--- config.mk ---
export PLATFORM = sky130hd
export DESIGN_NAME = led_matrix_column_scanner_top
export DESIGN_NICKNAME = d
export VERILOG_FILES = /design/src/sv/lmcs_pkg.sv /design/src/sv/led_matrix_column_scanner_top.sv /design/src/sv/lmcs_regs.sv
export SDC_FILE = /design/constraint.sdc
export NUM_CORES = 1
export LEC_CHECK = 0
export ABC_AREA = 1
export ABC_CLOCK_PERIOD_IN_PS = 7500
export BUFFER_PORTS_ARGS = -buffer_cell sky130_fd_sc_hd__buf_2
export CAP_MARGIN = 10
export CORE_ASPECT_RATIO = 0.5
export CORE_UTILIZATION = 55
export CTS_CLUSTER_SIZE = 16
export DETAILED_ROUTE_END_ITERATION = 10
export PLACE_DENSITY = 0.83
export SYNTH_ARGS = -nofsm -noshare
export SYNTH_HDL_FRONTEND = slang
export SYNTH_SLANG_ARGS = --single-unit
--- constraint.sdc ---
create_clock -name clk -period 7.5 [get_ports clk]
set_input_delay 0.75 -clock clk [delete_from_list [all_inputs] [get_ports clk]]
set_output_delay 0.75 -clock clk [all_outputs]
set_load 0.02 [all_outputs]
--- src/sv/lmcs_pkg.sv ---
// Package for the LED matrix column scanner: item and result types,
// configuration types, function codes and register indexes.
// No dependencies.
package lmcs_pkg;

  localparam logic [1:0] FUNC_WRITE = 2'd0;
  localparam logic [1:0] FUNC_START = 2'd1;
  localparam logic [1:0] FUNC_TICK  = 2'd2;

  localparam logic REG_DRIVE_MODE  = 1'b0;
  localparam logic REG_DWELL_TICKS = 1'b1;

  localparam logic [15:0] DWELL_RESET = 16'd2500;
  localparam logic [15:0] DWELL_MIN   = 16'd2;

  // Division of a 16-bit duration by 20 as a multiply by ceil(2^20 / 20).
  localparam logic [16:0] DIV20_RECIP = 17'd52429;
  localparam int          DIV20_SHIFT = 20;

  typedef struct packed {
    logic [1:0]  func;
    logic [2:0]  column_index;
    logic [7:0]  row_bits;
    logic [15:0] duration_ms;
  } item_t;

  typedef struct packed {
    logic [7:0]  row_drive;
    logic [7:0]  column_drive;
    logic [15:0] shift_word;
    logic        shift_load;
    logic        busy_res;
    logic        frame_done;
  } result_t;

  typedef struct packed {
    logic        drive_mode;
    logic [15:0] dwell_ticks;
  } cfg_t;

endpackage

--- src/sv/led_matrix_column_scanner_top.sv ---
// Top level of the LED matrix column scanner: input stage, scan state,
// frame store and result register. Depends on lmcs_pkg and lmcs_regs.
//
//   Channel   Signals                          Payload
//   item      item_valid, item_stall           item (lmcs_pkg::item_t)
//   result    result_valid, result_stall       result (lmcs_pkg::result_t)
//   config    psel, penable, pwrite, paddr...  pwdata / prdata, 32 bits
//
// An item waits in the input register and its result is then written to the
// result register; one item is taken every cycle while the result is not
// stalled. The scan state updates as the item leaves the input register, so
// a following item sees it at once. Reset clears the frame store, the scan
// state and the valid flags of the input and result registers. A stalled
// result holds the result register, and the input register once it is full.
module led_matrix_column_scanner_top #(
  parameter int COLUMNS = 8,
  parameter int ROWS    = 8
) (
  input  logic                clk,
  input  logic                rst,
  input  logic                item_valid,
  output logic                item_stall,
  input  lmcs_pkg::item_t     item,
  output logic                result_valid,
  input  logic                result_stall,
  output lmcs_pkg::result_t   result,
  input  logic                psel,
  input  logic                penable,
  input  logic                pwrite,
  input  logic [2:0]          paddr,
  input  logic [31:0]         pwdata,
  output logic [31:0]         prdata,
  output logic                pready
);

  localparam int          SCW      = (COLUMNS > 1) ? $clog2(COLUMNS) : 1;
  localparam logic [7:0]  ROW_MASK = 8'(((1 << ROWS) - 1) & 255);
  localparam logic [SCW-1:0] LAST_COL = SCW'(COLUMNS - 1);

  lmcs_pkg::cfg_t    cfg;
  lmcs_pkg::item_t   stg;
  lmcs_pkg::result_t res_next;

  logic              stg_valid;
  logic              stg_load;
  logic              advance;
  logic              step;

  logic [7:0]        frame_store [COLUMNS];
  logic [SCW-1:0]    scan_column;
  logic [15:0]       dwell_count;
  logic [11:0]       frames_left;
  logic              active_flag;

  logic [SCW-1:0]    scan_column_next;
  logic [15:0]       dwell_count_next;
  logic [11:0]       frames_left_next;
  logic              active_flag_next;

  logic [SCW+2:0]    col_wide;
  logic              col_ok;
  logic [32:0]       div_prod;
  logic [11:0]       frame_count;
  logic [15:0]       dwell;
  logic [16:0]       dwell_inc;
  logic [15:0]       col_bit;
  logic [7:0]        data;
  logic [11:0]       frames_dec;

  lmcs_regs u_regs (
    .clk     (clk),
    .rst     (rst),
    .psel    (psel),
    .penable (penable),
    .pwrite  (pwrite),
    .paddr   (paddr),
    .pwdata  (pwdata),
    .prdata  (prdata),
    .pready  (pready),
    .cfg     (cfg)
  );

  assign advance    = !result_valid || !result_stall;
  assign stg_load   = !stg_valid || advance;
  assign item_stall = !stg_load;
  assign step       = stg_valid && advance;

  always_ff @(posedge clk) begin
    if (rst) begin
      stg_valid <= 1'b0;
    end else if (stg_load) begin
      stg_valid <= item_valid;
    end
  end

  always_ff @(posedge clk) begin
    if (stg_load && item_valid) begin
      stg <= item;
    end
  end

  assign col_wide    = (SCW + 3)'(stg.column_index);
  assign col_ok      = 32'(stg.column_index) < 32'(COLUMNS);
  assign div_prod    = 33'(stg.duration_ms) * 33'(lmcs_pkg::DIV20_RECIP);
  assign frame_count = div_prod[lmcs_pkg::DIV20_SHIFT +: 12];
  assign dwell       = (cfg.dwell_ticks < lmcs_pkg::DWELL_MIN) ? lmcs_pkg::DWELL_MIN
                                                               : cfg.dwell_ticks;
  assign dwell_inc   = 17'(dwell_count) + 17'd1;
  assign col_bit     = 16'd1 << scan_column;
  assign data        = frame_store[scan_column] & ROW_MASK;
  assign frames_dec  = (frames_left != 12'd0) ? frames_left - 12'd1 : frames_left;

  always_comb begin
    scan_column_next = scan_column;
    dwell_count_next = dwell_count;
    frames_left_next = frames_left;
    active_flag_next = active_flag;
    res_next         = '0;

    unique case (stg.func)
      lmcs_pkg::FUNC_START: begin
        frames_left_next = frame_count;
        scan_column_next = '0;
        dwell_count_next = '0;
        active_flag_next = (frame_count != 12'd0);
      end
      lmcs_pkg::FUNC_TICK: begin
        if (active_flag) begin
          if (dwell_count == 16'd0) begin
            res_next.shift_load = cfg.drive_mode;
          end else if (cfg.drive_mode) begin
            if (dwell_count == 16'd1) begin
              res_next.shift_word = {col_bit[7:0], data};
              res_next.shift_load = 1'b1;
            end
          end else begin
            res_next.row_drive    = data;
            res_next.column_drive = col_bit[7:0];
          end

          if (dwell_inc >= 17'(dwell)) begin
            dwell_count_next = '0;
            if (scan_column == LAST_COL) begin
              scan_column_next = '0;
              frames_left_next = frames_dec;
              if (frames_dec == 12'd0) begin
                active_flag_next    = 1'b0;
                res_next.frame_done = 1'b1;
              end
            end else begin
              scan_column_next = scan_column + SCW'(1);
            end
          end else begin
            dwell_count_next = dwell_inc[15:0];
          end
        end
      end
      default: ;
    endcase

    res_next.busy_res = active_flag_next;
  end

  always_ff @(posedge clk) begin
    if (rst) begin
      scan_column <= '0;
      dwell_count <= '0;
      frames_left <= '0;
      active_flag <= 1'b0;
      for (int i = 0; i < COLUMNS; i++) begin
        frame_store[i] <= '0;
      end
    end else if (step) begin
      scan_column <= scan_column_next;
      dwell_count <= dwell_count_next;
      frames_left <= frames_left_next;
      active_flag <= active_flag_next;
      if (stg.func == lmcs_pkg::FUNC_WRITE && col_ok) begin
        frame_store[col_wide[SCW-1:0]] <= stg.row_bits & ROW_MASK;
      end
    end
  end

  always_ff @(posedge clk) begin
    if (rst) begin
      result_valid <= 1'b0;
    end else if (advance) begin
      result_valid <= stg_valid;
    end
  end

  always_ff @(posedge clk) begin
    if (step) begin
      result <= res_next;
    end
  end

endmodule

--- src/sv/lmcs_regs.sv ---
// Configuration register file of the LED matrix column scanner on an
// APB-style port. Depends on lmcs_pkg for the register indexes and cfg_t.
module lmcs_regs (
  input  logic                clk,
  input  logic                rst,
  input  logic                psel,
  input  logic                penable,
  input  logic                pwrite,
  input  logic [2:0]          paddr,
  input  logic [31:0]         pwdata,
  output logic [31:0]         prdata,
  output logic                pready,
  output lmcs_pkg::cfg_t      cfg
);

  logic reg_index;
  logic wr_en;

  assign pready    = 1'b1;
  assign reg_index = paddr[2];
  assign wr_en     = psel && penable && pwrite;

  always_ff @(posedge clk) begin
    if (rst) begin
      cfg.drive_mode  <= 1'b0;
      cfg.dwell_ticks <= lmcs_pkg::DWELL_RESET;
    end else if (wr_en) begin
      unique case (reg_index)
        lmcs_pkg::REG_DRIVE_MODE:  cfg.drive_mode  <= pwdata[0];
        lmcs_pkg::REG_DWELL_TICKS: cfg.dwell_ticks <= pwdata[15:0];
        default: ;
      endcase
    end
  end

  always_comb begin
    unique case (reg_index)
      lmcs_pkg::REG_DRIVE_MODE:  prdata = {31'd0, cfg.drive_mode};
      lmcs_pkg::REG_DWELL_TICKS: prdata = {16'd0, cfg.dwell_ticks};
      default:                   prdata = 32'd0;
    endcase
  end

endmodule
==> flow_summary.yaml, run 1 <==
status:
  outcome: "finished with violations"
  failed_checks: "design-rule violations"
layout:
  areaGrowthSynthToFinish_pct: 9.79
  drive_gt1_frac: 0.105
  final_cells: 2109
  final_cell_mix: "inv_1, nand2_1, nor2_1, ha_1, edfxtp_1"
  mostFrequentLayoutCell: "inv_1"
  antennaDiodeCount: 0
  postLayoutCoreUtil: 0.615
  nets: 2063
grt:
  antenna_found_initial: 0
  met1_usage: 0.323
  grtUsageMet2: 0.433
  grt_pass1_wl_microns: 51800
  track_usage: 0.251
  grt_max_degree: 40
  grt_pass1_vias: 10400
  use_met3: 0.0401
  top_usage_layer: "met2"
  grt-ovfl-total: 0
setup_path:
  crit_family: "adder cells"
  startpoint_type: "flip-flop"
  slowest_stage: "fa_1"
  cp.required_ns: 7.73
  path_buf_inv: 5
  crit_path_end_kind: "flip-flop"
  crit_type: "reg -> reg"
  path_depth: 26
  worstRegToRegCells: 26
  cp_max_fo: 6
  max_stage_delay_ns: 0.56
  path_common_cell: "nand2_1"
  critical_path_arrival_ns: 6.08
route:
  wl_per_cell_microns: 15.4
  finalWirelength_microns: 32400
  vias: 10900
  drtIter0Drc: 879
  viasPerCell: 5.19
  drc: 1
  firstDrtPassIters: 8
  drtAntennaViolNets: 0
pwr:
  report.power.total_mw: 5.32
  intPower_mw: 2.70
  seqPwrFrac: 0.214
  clkPwrFrac: 0.177
  ir_worst_vdd_v: 0.000308
  pwr-share-comb: 0.608
  p_sw_mw: 2.63
  sw_frac_of_total: 0.493
  power_density_mw_per_mm2: 343
  p_leak_nw: 7.79
timing:
  slew_viol_final: 0
  timing.clock.skew_ns: 0.0240
  worst_pin_slew_ns: 0.997
  max-slew-margin-rel: 0.334
  setup_viol: 0
  clock.fmax_mhz: 171
  setup-tns-final_ns: 0
  final-hold-violation-count: 0
  rsz0062_at_grt: "false"
  period_share: 0.781
  min_period_ns: 5.85
synthesis:
  ys_warn_count: 0
  syn_avg_cell_area_sq_um: 8.54
  syn_area_sq_mm: 0.0141
  synth-main-ff-cell: "edfxtp_1"
  ys_async_sr_fraction: 0
  seq_area_frac_synth: 0.348
  synth_top_cell_by_area: "edfxtp_1"
  ys_types: 54
  ys_ff_latch: 182
  ys_top_cells_by_area: "edfxtp_1, ha_1, fa_1"
  synth-edff-count: 128
  synth_top_area_frac: 0.272
  syn_inst: 1656
die:
  die_x_microns: 229
  row_count: 41
  coreArea_sq_mm: 0.0252
  io_pins: 141
  start_util: 0.561
  dieArea_sq_mm: 0.0264
  die_y_microns: 115
clocking:
  path_clk_slew_ns: 0.10
  cts_root_buffer: "clkbuf_16"
  clock-sinks: 182
  cts_resized: 0
  clockBufferDepth: 2
  worstSkewPairLatency_ns: 0.46
  ctsHoldBuffers: 0
  htreeDepth: 4
  cts_buffers: 17
  postCtsSetupBuffers: 0
  cts_tree: "yes"
min_path:
  holdPathStages: 1
  hold_path_class: "in -> reg"
placed_design:
  hpwlAfterDp_microns: 25100
  gp_congestion: 0.976
  portBuffers: 105
  placed_cells: 2077
run:
  max_cap_violations: 0
## layer usage
| metal | routed length (microns) | vias to the layer above |
|---|---|---|
| li1 | - | 5462 |
| met1 | 14100 | 5089 |
| met2 | 15600 | 327 |
| met3 | 1750 | 63 |
| met4 | 906 | 0 |
| met5 | 0 | - |
## stage by stage
stage	hold WS, ns	worst slack, ns	instance area (sq um)
5_1_grt	0.442	1.27	15500
3_3_place_gp	0.473	1.68	14900
2_1_floorplan	0.445	2.27	14200
4_1_cts	0.446	1.66	15500
3_5_place_dp	0.478	1.65	14900
6_report	0.454	1.65	15500
## cells by family (layout without fill, tap and decap cells)
logic type                 count (synthesis)  after routing  synth area share
other                                      2             17          0.000531
buffers and inverters                    392            486             0.110
muxes                                      8              8           0.00566
and+or+nand+nor                          618            618             0.187
DFF                                      182            182             0.348
AOI/OAI and AO/OA                        191            191            0.0793
adders and majority gates                240            240             0.255
xor gates and xnor gates                  23             23            0.0142
## final cells by class
cell class	instances	area (sq um)
fillers	2153	9710
clock buffers	17	425
repair buffers	108	548
clock inverters	15	180
well taps	344	430
inverters	346	1300
flip-flops and latches	182	4920
multi-input cells	1097	7730
## cells in the mapped netlist (2+ instances only)
| cell | n |
|---|---|
| o221ai_1 | 8 |
| inv_2 | 4 |
| a21oi_2 | 12 |
| nand3b_1 | 4 |
| o32ai_1 | 8 |
| conb_1 | 2 |
| a31oi_1 | 2 |
| dfxtp_1 | 54 |
| fa_1 | 80 |
| a211oi_1 | 4 |
| ha_1 | 160 |
| xnor2_1 | 5 |
| nor2_1 | 209 |
| nand4_1 | 14 |
| nor3_2 | 3 |
| o21bai_1 | 8 |
| nand3_1 | 52 |
| mux2i_1 | 8 |
| nor2_2 | 2 |
| xor2_1 | 18 |
| nand2_2 | 13 |
| clkbuf_1 | 21 |
| nor3_1 | 31 |
| a21oi_1 | 69 |
| buf_2 | 2 |
| edfxtp_1 | 128 |
| nor4_1 | 6 |
| nand2_1 | 273 |
| o21ai_0 | 72 |
| buf_1 | 4 |
| inv_1 | 341 |
| buf_4 | 17 |
## power by group through the flow
stage | combinational, mW | sequential, mW | clock, mW
final | 3.24 | 1.14 | 0.942
after global routing | 3.72 | 1.15 | 0.988
after CTS | 3.22 | 1.14 | 0.946
after detailed placement | 3.20 | 1.16 | 0
after global placement | 3.15 | 1.16 | 0
after floorplan | 2.43 | 1.17 | 0
## worst reg2reg max path, stage by stage, from the launching register on
cell and delay (ns):
edfxtp_1 0.52, ha_1 0.42, fa_1 0.52, inv_1 0.06, fa_1 0.51, fa_1 0.56, inv_1 0.06, fa_1 0.53
inv_1 0.06, fa_1 0.53, inv_1 0.06, ha_1 0.32, nand2_1 0.12, nor2_1 0.20, nand2_1 0.10, nor3_1 0.15
nand2_1 0.10, nand3_1 0.10, nand2_1 0.05, nand2_1 0.10, nand2_1 0.06, nor2_1 0.10, nand3_1 0.14, nand2_1 0.09
nand2_1 0.05, nand2_1 0.07, inv_1 0.04
## state kept, by name (all words and copies together) (netlist names), 3 cells and up, named ones only
register and count:
result 35, dwell_count 16, u_regs.cfg 17, col_wide 3, scan_column 3, stg 26, frame_store 64, frames_left 12
## path summary, 6_finish.rpt
check                                 endpoint      startpoint  slack, ns
worst max-delay path                 result[1]          stg[4]       1.65
worst min-delay path                    stg[2]         item[2]       0.45
worst max register to register       result[1]          stg[4]       1.65
worst min register to register  dwell_count[1]  dwell_count[1]       0.49
No activity file was read; power rests on OpenSTA's default activity.
==> run 2: changes to the inputs <==
- ABC_CLOCK_PERIOD_IN_PS: 7500 -> 6100
- clock period: 7.5 -> 6.1 ns (I/O delays scaled with it)
==> flow_summary.yaml, run 2 (synthesized netlist as in run 1, its figures left out) <==
status:
  outcome: "finished with violations"
  failed_checks: "design-rule violations"
placed_design:
  hpwlAfterDp_microns: 25100
  portBuffers: 105
  gp_congestion: 0.953
  placed_cells: 2080
setup_path:
  crit_path_end_kind: "flip-flop"
  crit_start: "stg[4]"
  rr_startpoint: "stg[4]"
  crit_type: "reg -> reg"
  critPathCapture: "result[1]"
  critical_path_arrival_ns: 5.96
  cp.required_ns: 6.31
  rrSetupSlack_ns: 0.35
  worstReg2RegEnd: "result[1]"
  cp_max_fo: 5
  worstRegToRegCells: 25
  startpoint_type: "flip-flop"
route:
  firstDrtPassIters: 8
  wl_per_cell_microns: 15.4
  top_layer: "met4"
  wl_met2_microns: 16000
  drtIter0Drc: 822
  finalWirelength_microns: 32600
  viasPerCell: 5.20
  met3_length_microns: 1610
  drtAntennaViolNets: 0
  drc: 1
  vias: 11000
  m1WireLength_microns: 14200
clocking:
  cts_root_buffer: "clkbuf_16"
  cts_tree: "yes"
  ctsHoldBuffers: 0
  clockBufferDepth: 2
  cts_buffers: 17
  worstSkewPairLatency_ns: 0.46
  htreeDepth: 4
  path_clk_slew_ns: 0.09
  clock-sinks: 182
layout:
  regMostFlops: "frame_store"
  areaGrowthSynthToFinish_pct: 10.5
  antennaDiodeCount: 0
  final_cells: 2120
  drive_gt1_frac: 0.113
  mostFrequentLayoutCell: "inv_1"
  largest_reg_flops: 64
  biggestRegsByFlops: "frame_store: 64 flops, result: 35 flops, stg: 26 flops"
  nFillCells: 2108
  nets: 2074
  final_cell_mix: "inv_1, nand2_1, nor2_1, ha_1, edfxtp_1"
pwr:
  report.power.total_mw: 6.63
  clkPwrFrac: 0.169
  sw_frac_of_total: 0.490
  pwr-share-comb: 0.619
  seqPwrFrac: 0.212
  p_leak_nw: 7.83
  intPower_mw: 3.38
  ir_worst_vdd_v: 0.000421
  power_density_mw_per_mm2: 424
  p_sw_mw: 3.25
timing:
  min_period_ns: 5.75
  whs_ns: 0.313
  timing.clock.skew_ns: 0.0258
  max-slew-margin-rel: 0.329
  setup_viol: 0
  setup-tns-final_ns: 0
  clock.fmax_mhz: 174
  final-hold-violation-count: 0
  slew_viol_final: 0
  period_share: 0.943
  worst_pin_slew_ns: 1.01
grt:
  grt_pass1_vias: 10600
  grt_max_degree: 40
  grt-ovfl-total: 0
  antenna_found_initial: 0
  grt_pass1_wl_microns: 51900
  track_usage: 0.251
die:
  coreArea_sq_mm: 0.0252
  die_y_microns: 115
  start_util: 0.561
  io_pins: 141
  die_x_microns: 229
  dieArea_sq_mm: 0.0264
  row_count: 41
min_path:
  hold_path_class: "in -> reg"
run:
  max_cap_violations: 0
## run 2: cell count changes in the layout (fill, tap and decap cells not counted), moves of 3 or more
cell	previous run	this run
nor2_1	209	204
inv_6	1	4
buf_4	3	14
nor2_2	2	6
clkinv_8	5	1
## run 2: metal layers
metal	track usage	vias up
li1	-	5485
met3	0.0386	58
met5	0	-
met4	0.0862	0
met1	0.319	5178
met2	0.445	306
## run 2: worst min path at each step
stage	start	end	slack, ns	depth (start not counted)
finish	item[3]	stg[3]	0.31	1
global route	item[2]	stg[2]	0.31	1
CTS	item[2]	stg[2]	0.30	1
detailed placement	dwell_count[1]	dwell_count[1]	0.48	2
global placement	dwell_count[15]	dwell_count[15]	0.47	2
floorplan	u_regs.cfg[0]	u_regs.cfg[0]	0.44	2
## run 2: worst max-delay path, stage by stage, from the launching register on
cell,delay (ns)
edfxtp_1,0.51
ha_1,0.40
inv_1,0.08
fa_1,0.43
fa_1,0.50
fa_1,0.56
inv_1,0.06
fa_1,0.54
inv_1,0.06
fa_1,0.53
inv_1,0.06
ha_1,0.34
nand2_1,0.14
inv_1,0.05
a21oi_1,0.18
inv_1,0.06
a21oi_1,0.17
nand4_1,0.11
nand2_1,0.14
nand2_1,0.06
nor2_1,0.12
nand3_1,0.15
nand2_1,0.09
nand2_1,0.05
nand2_1,0.08
inv_1,0.04
## run 2: layout make-up
type                       instances  area [sq um]  share of cell area
clock buffer                      19           433              0.0277
clock inverter                    13           139             0.00889
inverter                         346          1300              0.0831
multi-input combinational       1097          7770               0.497
sequential                       182          4920               0.315
tap                              344           430              0.0275
timing repair buffer             119           631              0.0404
## run 2: power by group through the flow
stage	clock, mW	combinational [mW]	sequential (mW)
after floorplan	0	2.98	1.43
after global placement	0	3.89	1.43
after detailed placement	0	3.96	1.43
after CTS	1.13	3.99	1.40
after global routing	1.17	4.68	1.41
final	1.12	4.10	1.40
## run 2: stage by stage
step                 util  worst slack [ns]  instance area (sq um)
floorplan               -             0.869                  14200
global placement    0.592             0.359                  15000
detailed placement  0.592             0.252                  15000
CTS                 0.615             0.241                  15500
global route        0.619           -0.0207                  15600
finish              0.619             0.349                  15600
## run 2: timing repair
item / 4_1_cts / 5_1_grt
setup endpoints to repair: 0 / 2
resized for setup: 0 / 9
setup buffers: 0 / 8
==> run 3: changes to the inputs <==
- CTS_CLUSTER_DIAMETER: not set -> 100
- PLACE_DENSITY: 0.83 -> 0.79
==> flow_summary.yaml, run 3 (synthesized netlist as in run 1, its figures left out) <==
die:
  die_y_microns: 115
  die_x_microns: 229
  start_util: 0.561
  io_pins: 141
  dieArea_sq_mm: 0.0264
  row_count: 41
  coreArea_sq_mm: 0.0252
layout:
  regMostFlops: "frame_store"
  drive_gt1_frac: 0.117
  postLayoutCoreUtil: 0.623
  nets: 2080
  mostFrequentLayoutCell: "inv_1"
  biggestRegsByFlops: "frame_store: 64 flops, result: 35 flops, stg: 26 flops"
  final_cell_mix: "inv_1, nand2_1, nor2_1, ha_1, edfxtp_1"
  antennaDiodeCount: 0
  largest_reg_flops: 64
  areaGrowthSynthToFinish_pct: 11.1
route:
  drc: 1
  vias: 11000
  drtIter0Drc: 779
  firstDrtPassIters: 8
  drtAntennaViolNets: 0
  viasPerCell: 5.16
  finalWirelength_microns: 32100
  wl_per_cell_microns: 15.1
grt:
  grt_pass1_wl_microns: 50600
  top_usage_layer: "met2"
  met1_usage: 0.320
  grtUsageMet2: 0.423
  antenna_found_initial: 1
  track_usage: 0.247
  grt-ovfl-total: 0
  grt_pass1_vias: 10300
  use_met3: 0.0364
  grt_max_degree: 40
setup_path:
  cp_max_fo: 4
  cp.required_ns: 6.34
  path_buf_inv: 6
  rrSetupSlack_ns: 0.32
  max_stage_delay_ns: 0.54
  crit_type: "reg -> reg"
  startpoint_type: "flip-flop"
  crit_path_end_kind: "flip-flop"
  worstRegToRegCells: 27
  crit_family: "adder cells"
  slowest_stage: "fa_1"
  worstReg2RegEnd: "result[1]"
  rr_startpoint: "stg[3]"
  critical_path_arrival_ns: 6.02
  path_common_cell: "nand2_1"
timing:
  setup_viol: 0
  final-hold-violation-count: 0
  timing.clock.skew_ns: 0.0266
  whs_ns: 0.313
  period_share: 0.948
  worst_pin_slew_ns: 0.997
  clock.fmax_mhz: 173
  timing.final.ws_setup_ns: 0.317
  min_period_ns: 5.78
  slew_viol_final: 0
  max-slew-margin-rel: 0.335
clocking:
  htreeDepth: 4
  cts_buffers: 17
  ctsHoldBuffers: 0
  clockBufferDepth: 2
  worstSkewPairLatency_ns: 0.46
  cts_tree: "yes"
  cts_root_buffer: "clkbuf_16"
  path_clk_slew_ns: 0.10
  clock-sinks: 182
status:
  outcome: "finished with violations"
  failed_checks: "design-rule violations"
min_path:
  hold-path-endpoint: "stg[0]"
  holdPathStages: 1
  min-delay-start: "item[0]"
  hold_path_class: "in -> reg"
pwr:
  report.power.total_mw: 6.65
  power_density_mw_per_mm2: 423
  ir_worst_vdd_v: 0.000401
  p_leak_nw: 7.88
placed_design:
  gp_congestion: 0.960
  hpwlAfterDp_microns: 24500
  portBuffers: 105
  place_ws_ns: 0.271
run:
  max_cap_violations: 0
[run 3: metrics by stage]
step,TNS [ns],std cells,area (sq um)
final,0,2126,15700
after global routing,-0.00385,2126,15700
after CTS,0,2113,15600
after detailed placement,0,2081,15000
after global placement,0,2081,15000
after floorplan,0,1671,14200
[run 3: report_power, final]
| group | internal, mW | switching, mW |
|---|---|---|
| sequential | 1.37 | 0.0304 |
| clock | 0.565 | 0.626 |
| combinational | 1.41 | 2.65 |
[run 3: how the worst max path moves through the flow]
stage	start	to	slack (ns)	depth (start not counted)
after floorplan	stg[4]	result[1]	0.87	25
after global placement	stg[7]	result[1]	0.40	26
final	stg[3]	result[1]	0.32	27
after detailed placement	stg[7]	result[1]	0.27	26
after global routing	stg[3]	result[1]	-0.004	27
after CTS	stg[7]	result[1]	0.30	26
[run 3: repair_timing]
item | 4_1_cts | 5_1_grt
setup endpoints to repair | 0 | 2
resized for setup | 0 | 8
hold endpoints to repair | 0 | 0
buffers inserted | 0 | 13
[run 3: worst reg2reg max path: cells and delay by family (launching register included)]
kind	cells	cell delay, ns
flops	1	0.48
buf+inv	6	0.46
simple gates	14	1.41
fa+ha+maj	7	3.23
[run 3: layout make-up]
class	instances	area, sq um
clock buffers	17	425
clock inverters	15	194
fillers	2094	9520
inverters	346	1300
multi-input cells	1097	7770
flip-flops and latches	182	4920
well taps	344	430
repair buffers	125	676
[run 3: metal layers]
metal / wire length (microns) / vias up / share of wire
met3: 1510 / 62 / 0.047
met4: 796 / 0 / 0.025
met1: 14400 / 5114 / 0.45
met2: 15400 / 310 / 0.48
met5: 0 / - / 0
li1: - / 5491 / -
